$ cat config.mk
export PLATFORM = sky130hd
export DESIGN_NAME = usb_audio_stream_descriptor_scan
export DESIGN_NICKNAME = d
export VERILOG_FILES = /design/src/uadsc_pkg.sv /design/src/usb_audio_stream_descriptor_scan.sv /design/src/uadsc_fifo.sv /design/src/uadsc_front.sv /design/src/uadsc_back.sv
export SDC_FILE = /design/constraint.sdc
export NUM_CORES = 1
export LEC_CHECK = 0
export BUFFER_PORTS_ARGS = -buffer_cell sky130_fd_sc_hd__buf_4
export CORE_MARGIN = 2
export CORE_UTILIZATION = 45
export DETAILED_ROUTE_END_ITERATION = 10
export SLEW_MARGIN = 0
export SYNTH_ARGS = -nofsm -noshare
export SYNTH_HDL_FRONTEND = slang
export SYNTH_SLANG_ARGS = --single-unit
$ cat constraint.sdc
create_clock -name clk_i -period 7.5 [get_ports clk_i]
set_input_delay 2.25 -clock clk_i [delete_from_list [all_inputs] [get_ports clk_i]]
set_output_delay 2.25 -clock clk_i [all_outputs]
set_load 0.005 [all_outputs]
$ cat src/uadsc_pkg.sv
// Package for the audio stream descriptor scanner.
// Holds descriptor codes, the front-to-back event type and the result type.
// Depends on nothing; every other source file but uadsc_fifo imports it.
`default_nettype none

package uadsc_pkg;

  // Configuration register indexes
  typedef enum logic [1:0] {
    REG_WANTED_RATE     = 2'd0,
    REG_WANTED_CHANNELS = 2'd1,
    REG_WANTED_SUBFRAME = 2'd2,
    REG_WANTED_BITS     = 2'd3
  } cfg_reg_e;

  // Reset values of the configuration registers
  localparam logic [23:0] RATE_RESET     = 24'd48000;
  localparam logic [7:0]  CHANNELS_RESET = 8'd1;
  localparam logic [7:0]  SUBFRAME_RESET = 8'd2;
  localparam logic [7:0]  BITS_RESET     = 8'd16;

  // Descriptor types and subtypes
  localparam logic [7:0] KIND_INTERFACE    = 8'h04;
  localparam logic [7:0] KIND_CS_INTERFACE = 8'h24;
  localparam logic [7:0] KIND_ENDPOINT     = 8'h05;
  localparam logic [7:0] CLASS_AUDIO       = 8'd1;
  localparam logic [7:0] SUBCLASS_STREAM   = 8'd2;
  localparam logic [7:0] SUBTYPE_FORMAT    = 8'd2;
  localparam logic [7:0] FORMAT_TYPE_I     = 8'd1;
  localparam logic [1:0] XFER_ISO          = 2'b01;

  // Minimum lengths and byte positions
  localparam logic [7:0] LEN_MIN       = 8'd2;
  localparam logic [7:0] LEN_INTERFACE = 8'd9;
  localparam logic [7:0] LEN_FORMAT    = 8'd8;
  localparam logic [7:0] LEN_ENDPOINT  = 8'd7;
  localparam logic [7:0] LEN_RANGE     = 8'd14;
  localparam logic [7:0] POS_KIND      = 8'd1;
  localparam logic [7:0] POS_HDR_FIRST = 8'd2;
  localparam logic [7:0] POS_HDR_LAST  = 8'd7;
  localparam logic [7:0] POS_RATE      = 8'd8;

  // Wanted stream format
  typedef struct packed {
    logic [23:0] rate;
    logic [7:0]  channels;
    logic [7:0]  subframe;
    logic [7:0]  bits;
  } cfg_t;

  // One completed descriptor and/or end of the descriptor set
  typedef struct packed {
    logic            last;
    logic            done;
    logic [7:0]      kind;
    logic [7:0]      len;
    logic [7:2][7:0] hdr;
    logic            fmt_ok;
  } ev_t;

  // One scan result
  typedef struct packed {
    logic        found;
    logic [7:0]  iface_num;
    logic [7:0]  alt_setting;
    logic [7:0]  endpoint_address;
    logic [10:0] max_pkt_size;
  } res_t;

endpackage

`default_nettype wire

$ cat src/usb_audio_stream_descriptor_scan.sv
// Top level of the audio stream descriptor scanner: config registers, front, back, queues.
// Depends on uadsc_pkg, uadsc_fifo, uadsc_front and uadsc_back.
//
//  channel  | handshake                  | payload
//  ---------+----------------------------+----------------------------------------------
//  input    | push / full                | data_byte_i, last_byte_i
//  result   | empty / pop                | found_o, iface_num_o, alt_setting_o,
//           |                            | endpoint_address_o, max_pkt_size_o
//  config   | cfg_valid_i / cfg_ready_o  | cfg_index_i, cfg_data_i
//
// One byte is accepted per cycle while full is low; the front end forms its event from it
// combinationally. A completed descriptor or end of set goes through a two-entry event
// queue to the back end, which applies one event per cycle unless stalled as below, and
// the result goes through the result queue to the result ports. full rises only while
// the event queue holds two events; a stalled result queue stalls the back end at the next
// end-of-set event. Reset clears all parse state but the header bytes at once.
`default_nettype none

module usb_audio_stream_descriptor_scan
  import uadsc_pkg::*;
(
  input  logic        clk_i,
  input  logic        rst_ni,
  input  logic        push,
  output logic        full,
  input  logic [7:0]  data_byte_i,
  input  logic        last_byte_i,
  output logic        empty,
  input  logic        pop,
  output logic        found_o,
  output logic [7:0]  iface_num_o,
  output logic [7:0]  alt_setting_o,
  output logic [7:0]  endpoint_address_o,
  output logic [10:0] max_pkt_size_o,
  input  logic        cfg_valid_i,
  output logic        cfg_ready_o,
  input  logic [1:0]  cfg_index_i,
  input  logic [23:0] cfg_data_i
);

  cfg_t cfg_q;
  logic accept;
  logic ev_push, ev_pop, ev_full, ev_empty;
  ev_t  ev_in, ev_out;
  logic res_push, res_full;
  res_t res_in, res_out;

  assign cfg_ready_o = 1'b1;
  assign accept      = push && !full;
  assign full        = ev_full;

  // Write configuration registers
  always_ff @(posedge clk_i or negedge rst_ni) begin
    if (!rst_ni) begin
      cfg_q.rate     <= RATE_RESET;
      cfg_q.channels <= CHANNELS_RESET;
      cfg_q.subframe <= SUBFRAME_RESET;
      cfg_q.bits     <= BITS_RESET;
    end else if (cfg_valid_i && cfg_ready_o) begin
      unique case (cfg_reg_e'(cfg_index_i))
        REG_WANTED_RATE:     cfg_q.rate     <= cfg_data_i;
        REG_WANTED_CHANNELS: cfg_q.channels <= cfg_data_i[7:0];
        REG_WANTED_SUBFRAME: cfg_q.subframe <= cfg_data_i[7:0];
        REG_WANTED_BITS:     cfg_q.bits     <= cfg_data_i[7:0];
        default:             cfg_q          <= cfg_q;
      endcase
    end
  end

  uadsc_front u_front (
    .clk_i      (clk_i),
    .rst_ni     (rst_ni),
    .accept_i   (accept),
    .data_byte_i(data_byte_i),
    .last_byte_i(last_byte_i),
    .cfg_i      (cfg_q),
    .ev_push_o  (ev_push),
    .ev_o       (ev_in)
  );

  uadsc_fifo #(
    .Width($bits(ev_t))
  ) u_ev_fifo (
    .clk_i  (clk_i),
    .rst_ni (rst_ni),
    .push_i (ev_push),
    .data_i (ev_in),
    .full_o (ev_full),
    .pop_i  (ev_pop),
    .data_o (ev_out),
    .empty_o(ev_empty)
  );

  uadsc_back u_back (
    .clk_i     (clk_i),
    .rst_ni    (rst_ni),
    .cfg_i     (cfg_q),
    .ev_valid_i(!ev_empty),
    .ev_i      (ev_out),
    .ev_pop_o  (ev_pop),
    .res_full_i(res_full),
    .res_push_o(res_push),
    .res_o     (res_in)
  );

  uadsc_fifo #(
    .Width($bits(res_t))
  ) u_res_fifo (
    .clk_i  (clk_i),
    .rst_ni (rst_ni),
    .push_i (res_push),
    .data_i (res_in),
    .full_o (res_full),
    .pop_i  (pop),
    .data_o (res_out),
    .empty_o(empty)
  );

  assign found_o            = res_out.found;
  assign iface_num_o        = res_out.iface_num;
  assign alt_setting_o      = res_out.alt_setting;
  assign endpoint_address_o = res_out.endpoint_address;
  assign max_pkt_size_o     = res_out.max_pkt_size;

endmodule

`default_nettype wire

$ cat src/uadsc_fifo.sv
// Two-entry queue used between front and back and in front of the result port.
// Stand-alone; width set by the instantiating module.
`default_nettype none

module uadsc_fifo #(
  parameter int unsigned Width = 8
) (
  input  logic             clk_i,
  input  logic             rst_ni,
  input  logic             push_i,
  input  logic [Width-1:0] data_i,
  output logic             full_o,
  input  logic             pop_i,
  output logic [Width-1:0] data_o,
  output logic             empty_o
);

  localparam int unsigned Depth = 2;

  logic [Width-1:0] mem_q [Depth];
  logic             wr_q, wr_d;
  logic             rd_q, rd_d;
  logic [1:0]       cnt_q, cnt_d;
  logic             do_push, do_pop;

  assign full_o  = (cnt_q == 2'(Depth));
  assign empty_o = (cnt_q == 2'd0);
  assign do_push = push_i && !full_o;
  assign do_pop  = pop_i && !empty_o;
  assign data_o  = mem_q[rd_q];

  // Advance pointers and count
  always_comb begin
    wr_d  = do_push ? ~wr_q : wr_q;
    rd_d  = do_pop ? ~rd_q : rd_q;
    cnt_d = cnt_q;
    if (do_push && !do_pop) begin
      cnt_d = cnt_q + 2'd1;
    end else if (do_pop && !do_push) begin
      cnt_d = cnt_q - 2'd1;
    end
  end

  always_ff @(posedge clk_i or negedge rst_ni) begin
    if (!rst_ni) begin
      wr_q  <= 1'b0;
      rd_q  <= 1'b0;
      cnt_q <= 2'd0;
    end else begin
      wr_q  <= wr_d;
      rd_q  <= rd_d;
      cnt_q <= cnt_d;
    end
  end

  // Store pushed item
  always_ff @(posedge clk_i) begin
    if (do_push) begin
      mem_q[wr_q] <= data_i;
    end
  end

  a_cnt_bound: assert property (@(posedge clk_i) disable iff (!rst_ni)
    cnt_q <= 2'(Depth))
    else $error("queue count beyond depth");

endmodule

`default_nettype wire

$ cat src/uadsc_front.sv
// Byte front end: tracks descriptor boundaries, keeps header bytes and checks the rate list.
// Emits one event per completed descriptor or end of set. Uses uadsc_pkg.
`default_nettype none

module uadsc_front
  import uadsc_pkg::*;
(
  input  logic       clk_i,
  input  logic       rst_ni,
  input  logic       accept_i,
  input  logic [7:0] data_byte_i,
  input  logic       last_byte_i,
  input  cfg_t       cfg_i,
  output logic       ev_push_o,
  output ev_t        ev_o
);

  // Byte within one three-byte rate entry
  typedef enum logic [1:0] {
    RB_LO  = 2'd0,
    RB_MID = 2'd1,
    RB_HI  = 2'd2
  } rate_byte_e;

  logic [7:0]      len_q, len_d;
  logic [7:0]      pos_q, pos_d;
  logic [7:0]      kind_q, kind_d;
  logic [15:0]     rate_lo_q, rate_lo_d;
  logic            listed_q, listed_d;
  rate_byte_e      rb_q, rb_d;
  logic [6:0]      grp_q, grp_d;
  logic            stopped_q, stopped_d;
  logic [7:2][7:0] hdr_q, hdr_n;

  logic        take;
  logic        hdr_wr;
  logic        complete;
  logic [7:0]  pos_inc;
  logic [7:0]  count;
  logic [23:0] rate_full;
  logic [9:0]  need_len;

  assign take    = accept_i && !stopped_q;
  assign hdr_wr  = take && (pos_q >= POS_HDR_FIRST) && (pos_q <= POS_HDR_LAST);
  assign pos_inc = pos_q + 8'd1;
  assign count   = hdr_n[7];
  assign rate_full = {data_byte_i, rate_lo_q};
  assign need_len  = 10'd8 + {1'b0, count, 1'b0} + {2'b0, count};

  // Merge the current byte into the header
  always_comb begin
    hdr_n = hdr_q;
    for (int i = 2; i <= 7; i++) begin
      if (hdr_wr && (pos_q[2:0] == 3'(i))) begin
        hdr_n[i] = data_byte_i;
      end
    end
  end

  // Walk the descriptor set one byte at a time
  always_comb begin
    len_d     = len_q;
    pos_d     = pos_q;
    kind_d    = kind_q;
    rate_lo_d = rate_lo_q;
    listed_d  = listed_q;
    rb_d      = rb_q;
    grp_d     = grp_q;
    stopped_d = stopped_q;
    complete  = 1'b0;
    if (take) begin
      if (pos_q == 8'd0) begin
        len_d = data_byte_i;
        if (data_byte_i < LEN_MIN) begin
          stopped_d = 1'b1;
        end else begin
          kind_d    = 8'd0;
          rate_lo_d = 16'd0;
          listed_d  = 1'b0;
          rb_d      = RB_LO;
          grp_d     = 7'd0;
          pos_d     = 8'd1;
        end
      end else begin
        if (pos_q == POS_KIND) begin
          kind_d = data_byte_i;
        end
        // Assemble rate entries and check them against the wanted rate
        if (pos_q >= POS_RATE) begin
          unique case (rb_q)
            RB_LO: begin
              rate_lo_d = {8'd0, data_byte_i};
              rb_d      = RB_MID;
            end
            RB_MID: begin
              rate_lo_d[15:8] = data_byte_i;
              rb_d            = RB_HI;
            end
            RB_HI: begin
              rb_d  = RB_LO;
              grp_d = grp_q + 7'd1;
              if (hdr_q[7] == 8'd0) begin
                if (grp_q == 7'd0) begin
                  listed_d = (cfg_i.rate >= rate_full);
                end else if (grp_q == 7'd1) begin
                  listed_d = listed_q && (cfg_i.rate <= rate_full);
                end
              end else if (({1'b0, grp_q} < hdr_q[7]) && (rate_full == cfg_i.rate)) begin
                listed_d = 1'b1;
              end
            end
            default: begin
              rb_d = RB_LO;
            end
          endcase
        end
        if (pos_inc == len_q) begin
          pos_d    = 8'd0;
          complete = 1'b1;
        end else begin
          pos_d = pos_inc;
        end
      end
    end
  end

  // Build the event for the back end
  always_comb begin
    ev_o.last = last_byte_i;
    ev_o.done = complete;
    ev_o.kind = kind_d;
    ev_o.len  = len_q;
    ev_o.hdr  = hdr_n;
    if (count == 8'd0) begin
      ev_o.fmt_ok = (len_q >= LEN_RANGE) && listed_d;
    end else begin
      ev_o.fmt_ok = ({2'b0, len_q} >= need_len) && listed_d;
    end
  end

  assign ev_push_o = accept_i && (complete || last_byte_i);

  always_ff @(posedge clk_i or negedge rst_ni) begin
    if (!rst_ni) begin
      len_q     <= 8'd0;
      pos_q     <= 8'd0;
      kind_q    <= 8'd0;
      rate_lo_q <= 16'd0;
      listed_q  <= 1'b0;
      rb_q      <= RB_LO;
      grp_q     <= 7'd0;
      stopped_q <= 1'b0;
    end else if (accept_i && last_byte_i) begin
      // Drop all parse state but the header bytes at the end of the set
      len_q     <= 8'd0;
      pos_q     <= 8'd0;
      kind_q    <= 8'd0;
      rate_lo_q <= 16'd0;
      listed_q  <= 1'b0;
      rb_q      <= RB_LO;
      grp_q     <= 7'd0;
      stopped_q <= 1'b0;
    end else begin
      len_q     <= len_d;
      pos_q     <= pos_d;
      kind_q    <= kind_d;
      rate_lo_q <= rate_lo_d;
      listed_q  <= listed_d;
      rb_q      <= rb_d;
      grp_q     <= grp_d;
      stopped_q <= stopped_d;
    end
  end

  // Hold header bytes
  always_ff @(posedge clk_i) begin
    hdr_q <= hdr_n;
  end

  a_stop_pos: assert property (@(posedge clk_i) disable iff (!rst_ni)
    stopped_q |-> (pos_q == 8'd0))
    else $error("parsing stopped inside a descriptor");

  a_pos_len: assert property (@(posedge clk_i) disable iff (!rst_ni)
    (pos_q != 8'd0) |-> (pos_q < len_q))
    else $error("byte position past descriptor length");

endmodule

`default_nettype wire

$ cat src/uadsc_back.sv
// Back end: applies completed descriptors to the candidate stream and forms results.
// Consumes front events, produces res_t items. Uses uadsc_pkg.
`default_nettype none

module uadsc_back
  import uadsc_pkg::*;
(
  input  logic clk_i,
  input  logic rst_ni,
  input  cfg_t cfg_i,
  input  logic ev_valid_i,
  input  ev_t  ev_i,
  output logic ev_pop_o,
  input  logic res_full_i,
  output logic res_push_o,
  output res_t res_o
);

  logic        stream_q, stream_d;
  logic [7:0]  cif_q, cif_d;
  logic [7:0]  calt_q, calt_d;
  logic [7:0]  cep_q, cep_d;
  logic [10:0] cmps_q, cmps_d;
  logic [7:0]  cch_q, cch_d;
  logic [7:0]  csub_q, csub_d;
  logic [7:0]  cbits_q, cbits_d;
  logic        cok_q, cok_d;
  logic        latched_q, latched_d;
  logic        hit;

  function automatic logic cand_match(logic [7:0] ep, logic ok, logic [7:0] ch,
                                      logic [7:0] sub, logic [7:0] bits, cfg_t cfg);
    return (ep != 8'd0) && ok && (ch == cfg.channels) && (sub == cfg.subframe) &&
           (bits == cfg.bits);
  endfunction

  // Take an event once a result, if any, has room
  assign ev_pop_o   = ev_valid_i && (!ev_i.last || !res_full_i);
  assign res_push_o = ev_pop_o && ev_i.last;

  // Apply a completed descriptor
  always_comb begin
    stream_d  = stream_q;
    cif_d     = cif_q;
    calt_d    = calt_q;
    cep_d     = cep_q;
    cmps_d    = cmps_q;
    cch_d     = cch_q;
    csub_d    = csub_q;
    cbits_d   = cbits_q;
    cok_d     = cok_q;
    latched_d = latched_q;
    if (ev_pop_o && ev_i.done && !latched_q) begin
      priority if ((ev_i.kind == KIND_INTERFACE) && (ev_i.len >= LEN_INTERFACE)) begin
        if (cand_match(cep_q, cok_q, cch_q, csub_q, cbits_q, cfg_i)) begin
          latched_d = 1'b1;
        end else begin
          cif_d    = ev_i.hdr[2];
          calt_d   = ev_i.hdr[3];
          stream_d = (ev_i.hdr[5] == CLASS_AUDIO) && (ev_i.hdr[6] == SUBCLASS_STREAM) &&
                     (ev_i.hdr[3] != 8'd0);
          cep_d    = 8'd0;
          cmps_d   = 11'd0;
          cch_d    = 8'd0;
          csub_d   = 8'd0;
          cbits_d  = 8'd0;
          cok_d    = 1'b0;
        end
      end else if (stream_q && (ev_i.kind == KIND_CS_INTERFACE) &&
                   (ev_i.len >= LEN_FORMAT) && (ev_i.hdr[2] == SUBTYPE_FORMAT) &&
                   (ev_i.hdr[3] == FORMAT_TYPE_I)) begin
        cch_d   = ev_i.hdr[4];
        csub_d  = ev_i.hdr[5];
        cbits_d = ev_i.hdr[6];
        cok_d   = ev_i.fmt_ok;
      end else if (stream_q && (ev_i.kind == KIND_ENDPOINT) &&
                   (ev_i.len >= LEN_ENDPOINT)) begin
        if ((ev_i.hdr[3][1:0] == XFER_ISO) && ev_i.hdr[2][7]) begin
          cep_d  = ev_i.hdr[2];
          cmps_d = {ev_i.hdr[5][2:0], ev_i.hdr[4]};
        end
      end else begin
        // Leave the candidate alone for any other descriptor
        cok_d = cok_q;
      end
    end
  end

  // Form the result from the updated candidate
  always_comb begin
    hit = latched_d || cand_match(cep_d, cok_d, cch_d, csub_d, cbits_d, cfg_i);
    res_o.found            = hit;
    res_o.iface_num        = hit ? cif_d : 8'd0;
    res_o.alt_setting      = hit ? calt_d : 8'd0;
    res_o.endpoint_address = hit ? cep_d : 8'd0;
    res_o.max_pkt_size     = hit ? cmps_d : 11'd0;
  end

  always_ff @(posedge clk_i or negedge rst_ni) begin
    if (!rst_ni) begin
      stream_q  <= 1'b0;
      cif_q     <= 8'd0;
      calt_q    <= 8'd0;
      cep_q     <= 8'd0;
      cmps_q    <= 11'd0;
      cch_q     <= 8'd0;
      csub_q    <= 8'd0;
      cbits_q   <= 8'd0;
      cok_q     <= 1'b0;
      latched_q <= 1'b0;
    end else if (res_push_o) begin
      // Clear the candidate at the end of the set
      stream_q  <= 1'b0;
      cif_q     <= 8'd0;
      calt_q    <= 8'd0;
      cep_q     <= 8'd0;
      cmps_q    <= 11'd0;
      cch_q     <= 8'd0;
      csub_q    <= 8'd0;
      cbits_q   <= 8'd0;
      cok_q     <= 1'b0;
      latched_q <= 1'b0;
    end else begin
      stream_q  <= stream_d;
      cif_q     <= cif_d;
      calt_q    <= calt_d;
      cep_q     <= cep_d;
      cmps_q    <= cmps_d;
      cch_q     <= cch_d;
      csub_q    <= csub_d;
      cbits_q   <= cbits_d;
      cok_q     <= cok_d;
      latched_q <= latched_d;
    end
  end

  a_latched_ep: assert property (@(posedge clk_i) disable iff (!rst_ni)
    latched_q |-> (cep_q != 8'd0))
    else $error("match latched without an endpoint");

  a_set_clear: assert property (@(posedge clk_i) disable iff (!rst_ni)
    res_push_o |=> (!latched_q && !stream_q && (cep_q == 8'd0)))
    else $error("candidate not cleared after end of set");

  a_latched_hit: assert property (@(posedge clk_i) disable iff (!rst_ni)
    (res_push_o && latched_q) |-> res_o.found)
    else $error("latched match not reported");

endmodule

`default_nettype wire

==> reports/metrics.cfg <==
[global_route]
antenna_found_initial = 1
grt_max_degree = 65
overflow = 0
grt_pass1_vias = 11860
grt_use_total = 0.2064
grt_pass1_wl_mm = 67.06

[drt]
routedWlPerCell_um = 19.85
vias = 11690
drtAntennaViolNets = 0
firstDrtPassIters = 5
wirelength_mm = 42.67
via_per_inst = 5.439
routed.top_layer = met5
wl_met3_mm = 2.207
wl_met1_mm = 19.37
met2_length_mm = 19.74
drt_iter0_markers = 658
drc = 0

[cells_and_area]
design_area_mm2 = 0.02102
final_nets = 1690
final_cell_mix = edfxtp_1, dfrtp_1, nor2_1, nand2_1, mux2_2
antenna_cells = 0
n_fill_cell = 3546
mostFrequentLayoutCell = edfxtp_1
stdcell_count = 2150
drive_gt1_frac = 0.2027
final_util = 0.5182
syn_to_final_growth_pct = 14.42

[power]
power_frac_seq = 0.444
cellLeakagePower_nw = 8.361
swShare = 0.3046
ir_worst_vdd_mv = 0.2145
power.total_mw = 7.263
internal_power_mw = 5.051
power_frac_comb = 0.249
power_density_mw_per_mm2 = 345.6
pwr-share-clk = 0.307
net-switching-power_mw = 2.212

[clock_network]
clockRootBuffer = clkbuf_16
insertion_delay_ps = 560
cts_resized = 0
clock-sinks = 407
cts_buffers = 43
cts_tree = done
clockBufferDepth = 3
clk_pin_slew_ps = 60
cts_hold_buf = 0
post_cts_buffers = 0
htree_levels = 2

[synth]
synth-warning-count = 0
async_flop_share = 0.4152
synth_edf_count = 190
synth_ff_type = edfxtp_1
synth-seq-area-share = 0.5939
synth_fp_nets = 1596
ys_ff_latch = 407
syn_inst = 1490
synth.distinct_cells = 84
syn_area_mm2 = 0.01837
syn_area_per_cell_um2 = 12.33

[critical_path]
cp.required_ps = 7890
path_max_fanout = 36
crit_arrival_ps = 6530
path_cells = buf_4 > or4b_1 > a211o_1 > a2111oi_4 > and2_1 > buf_4 > mux2i_1 > or3_1 > nand4b_1 > or4b_2 > o41a_2 > buf_4 > nor2_1
slowest_stage = a2111oi_4
endpoint_kind = register
slowest_delay_ps = 750
startpoint_type = register
crit_type = register to register
crit_path_frequent_cell = buf_4

[sta]
final-setup-viol-count = 0
max_freq_mhz = 162.9
finalHoldViolCount = 0
hold_ws_ps = 486.0
skew_ps = 11.27
post-route-min-period_ps = 6138
period_share = 0.8184
max_slew.worst_pin.slew_ps = 1180
max_slew_margin = 0.2032
fin_ws_ps = 1362
slew_viol_final = 0
rsz0062_at_grt = no
fin_tns_setup_ps = 0

[placed_design]
gp_congestion = 0.8588
dp_slack_ps = 898.9
dp_cells = 2071
dp_hpwl_mm = 29.46
port_buffers = 77
place_area_mm2 = 0.01953

[floorplan]
initial_core_util = 0.4529
io_pins = 79
die_w_um = 206.0
dieArea_mm2 = 0.04245
die_h_um = 206.0
core_mm2 = 0.04055
num_rows = 74

[outcome]
status = finished, final reports clean

[flow_run]
maxCapViolCount = 0

[worst_hold_path]
hp-class = register to register

==> critical path, delay by kind of cell (launching register included) <==
family / cells / cell delay [ps]
and+or+nand+nor: 6 / 2360
AOI/OAI and AO/OA: 3 / 1480
buffers and inverters: 3 / 1100
DFF: 1 / 660
muxes: 1 / 310
==> layout make-up <==
type | instances | area (um^2) | share of cell area
Clock buffer | 57 | 1224 | 0.05823
Clock inverter | 22 | 257.7 | 0.01226
Inverter | 68 | 255.2 | 0.01215
Multi-Input combinational cell | 963 | 6942 | 0.3303
Sequential cell | 407 | 10910 | 0.5191
Tap cell | 532 | 665.6 | 0.03167
Timing Repair Buffer | 101 | 762.0 | 0.03626
==> cells by family after synthesis <==
family / after synthesis / synth area share
and+or+nand+nor: 441 / 0.1249
DFF: 407 / 0.5939
AOI/OAI and AO/OA: 238 / 0.08427
muxes: 159 / 0.09394
buffers and inverters: 120 / 0.02977
adders and majority gates: 66 / 0.04537
xor gates and xnor gates: 58 / 0.02766
other: 1 / 0.0002042
==> layer usage <==
layer  GRT usage  vias up
met1      0.2851     5727
met2      0.3283      315
met3     0.03406       90
met4     0.07679        2
li1            -     5559
met5           0        -
==> power groups by stage <==
stage / clock network, mW / logic [mW] / registers (mW)
final: 2.23 / 1.81 / 3.23
after global routing: 2.36 / 2.01 / 3.28
after CTS: 2.28 / 1.83 / 3.23
after detailed placement: 0 / 1.81 / 3.27
after global placement: 0 / 1.79 / 3.25
after floorplan: 0 / 1.24 / 3.14
==> flip-flops by register name, summed over array words and instances (netlist names), 2 cells and up <==
name	count
u_back.cif_q	8
u_front.len_q	8
u_front.grp_q	7
u_back.csub_q	8
u_front.pos_q	8
u_back.cmps_q	11
u_front.kind_q	8
u_res_fifo.mem_q	72
u_back.cch_q	8
u_ev_fifo.cnt_q	2
u_back.calt_q	8
u_back.cep_q	8
u_front.rb_q	2
cfg_q	48
u_back.cbits_q	8
u_res_fifo.cnt_q	2
u_front.rate_lo_q	16
u_ev_fifo.mem_q	118
u_front.hdr_q	48
==> path summary, 6_finish.rpt <==
check	startpoint	endpoint	slack, ps	cells after the start
max in group asynchronous	rst_ni	u_front.pos_q[7]$_DFFE_PN0P_	4600	2
hold / removal	u_front.rate_lo_q[14]$_DFFE_PN0P_	u_front.rate_lo_q[14]$_DFFE_PN0P_	490	2
hold reg to reg	u_front.rate_lo_q[14]$_DFFE_PN0P_	u_front.rate_lo_q[14]$_DFFE_PN0P_	490	2
min in group asynchronous	rst_ni	cfg_q[42]$_DFFE_PN0P_	1650	1
setup reg to reg	u_ev_fifo.rd_q$_DFFE_PN0P_	u_res_fifo.mem_q[0][34]$_DFFE_PP_	1360	13
setup / recovery	u_ev_fifo.rd_q$_DFFE_PN0P_	u_res_fifo.mem_q[0][34]$_DFFE_PP_	1360	13
==> cell usage after synthesis (16+ instances only) <==
cell	instances	area share
nor4_1	16	0.0055
dfrtp_1	159	0.22
o21ai_0	87	0.024
edfxtp_1	190	0.31
a22o_1	17	0.0081
mux2_2	104	0.064
ha_1	65	0.044
mux2i_1	54	0.029
a21o_1	22	0.0090
nor3_1	18	0.0049
nor2_4	29	0.018
xnor2_1	28	0.013
nor2_1	128	0.026
inv_1	66	0.013
nand2_1	115	0.024
a21oi_1	44	0.012
xor2_1	30	0.014
clkbuf_1	35	0.0072
dfxtp_1	48	0.052
nand3_1	41	0.011
Note: power is estimated with default switching activity, not from simulation.
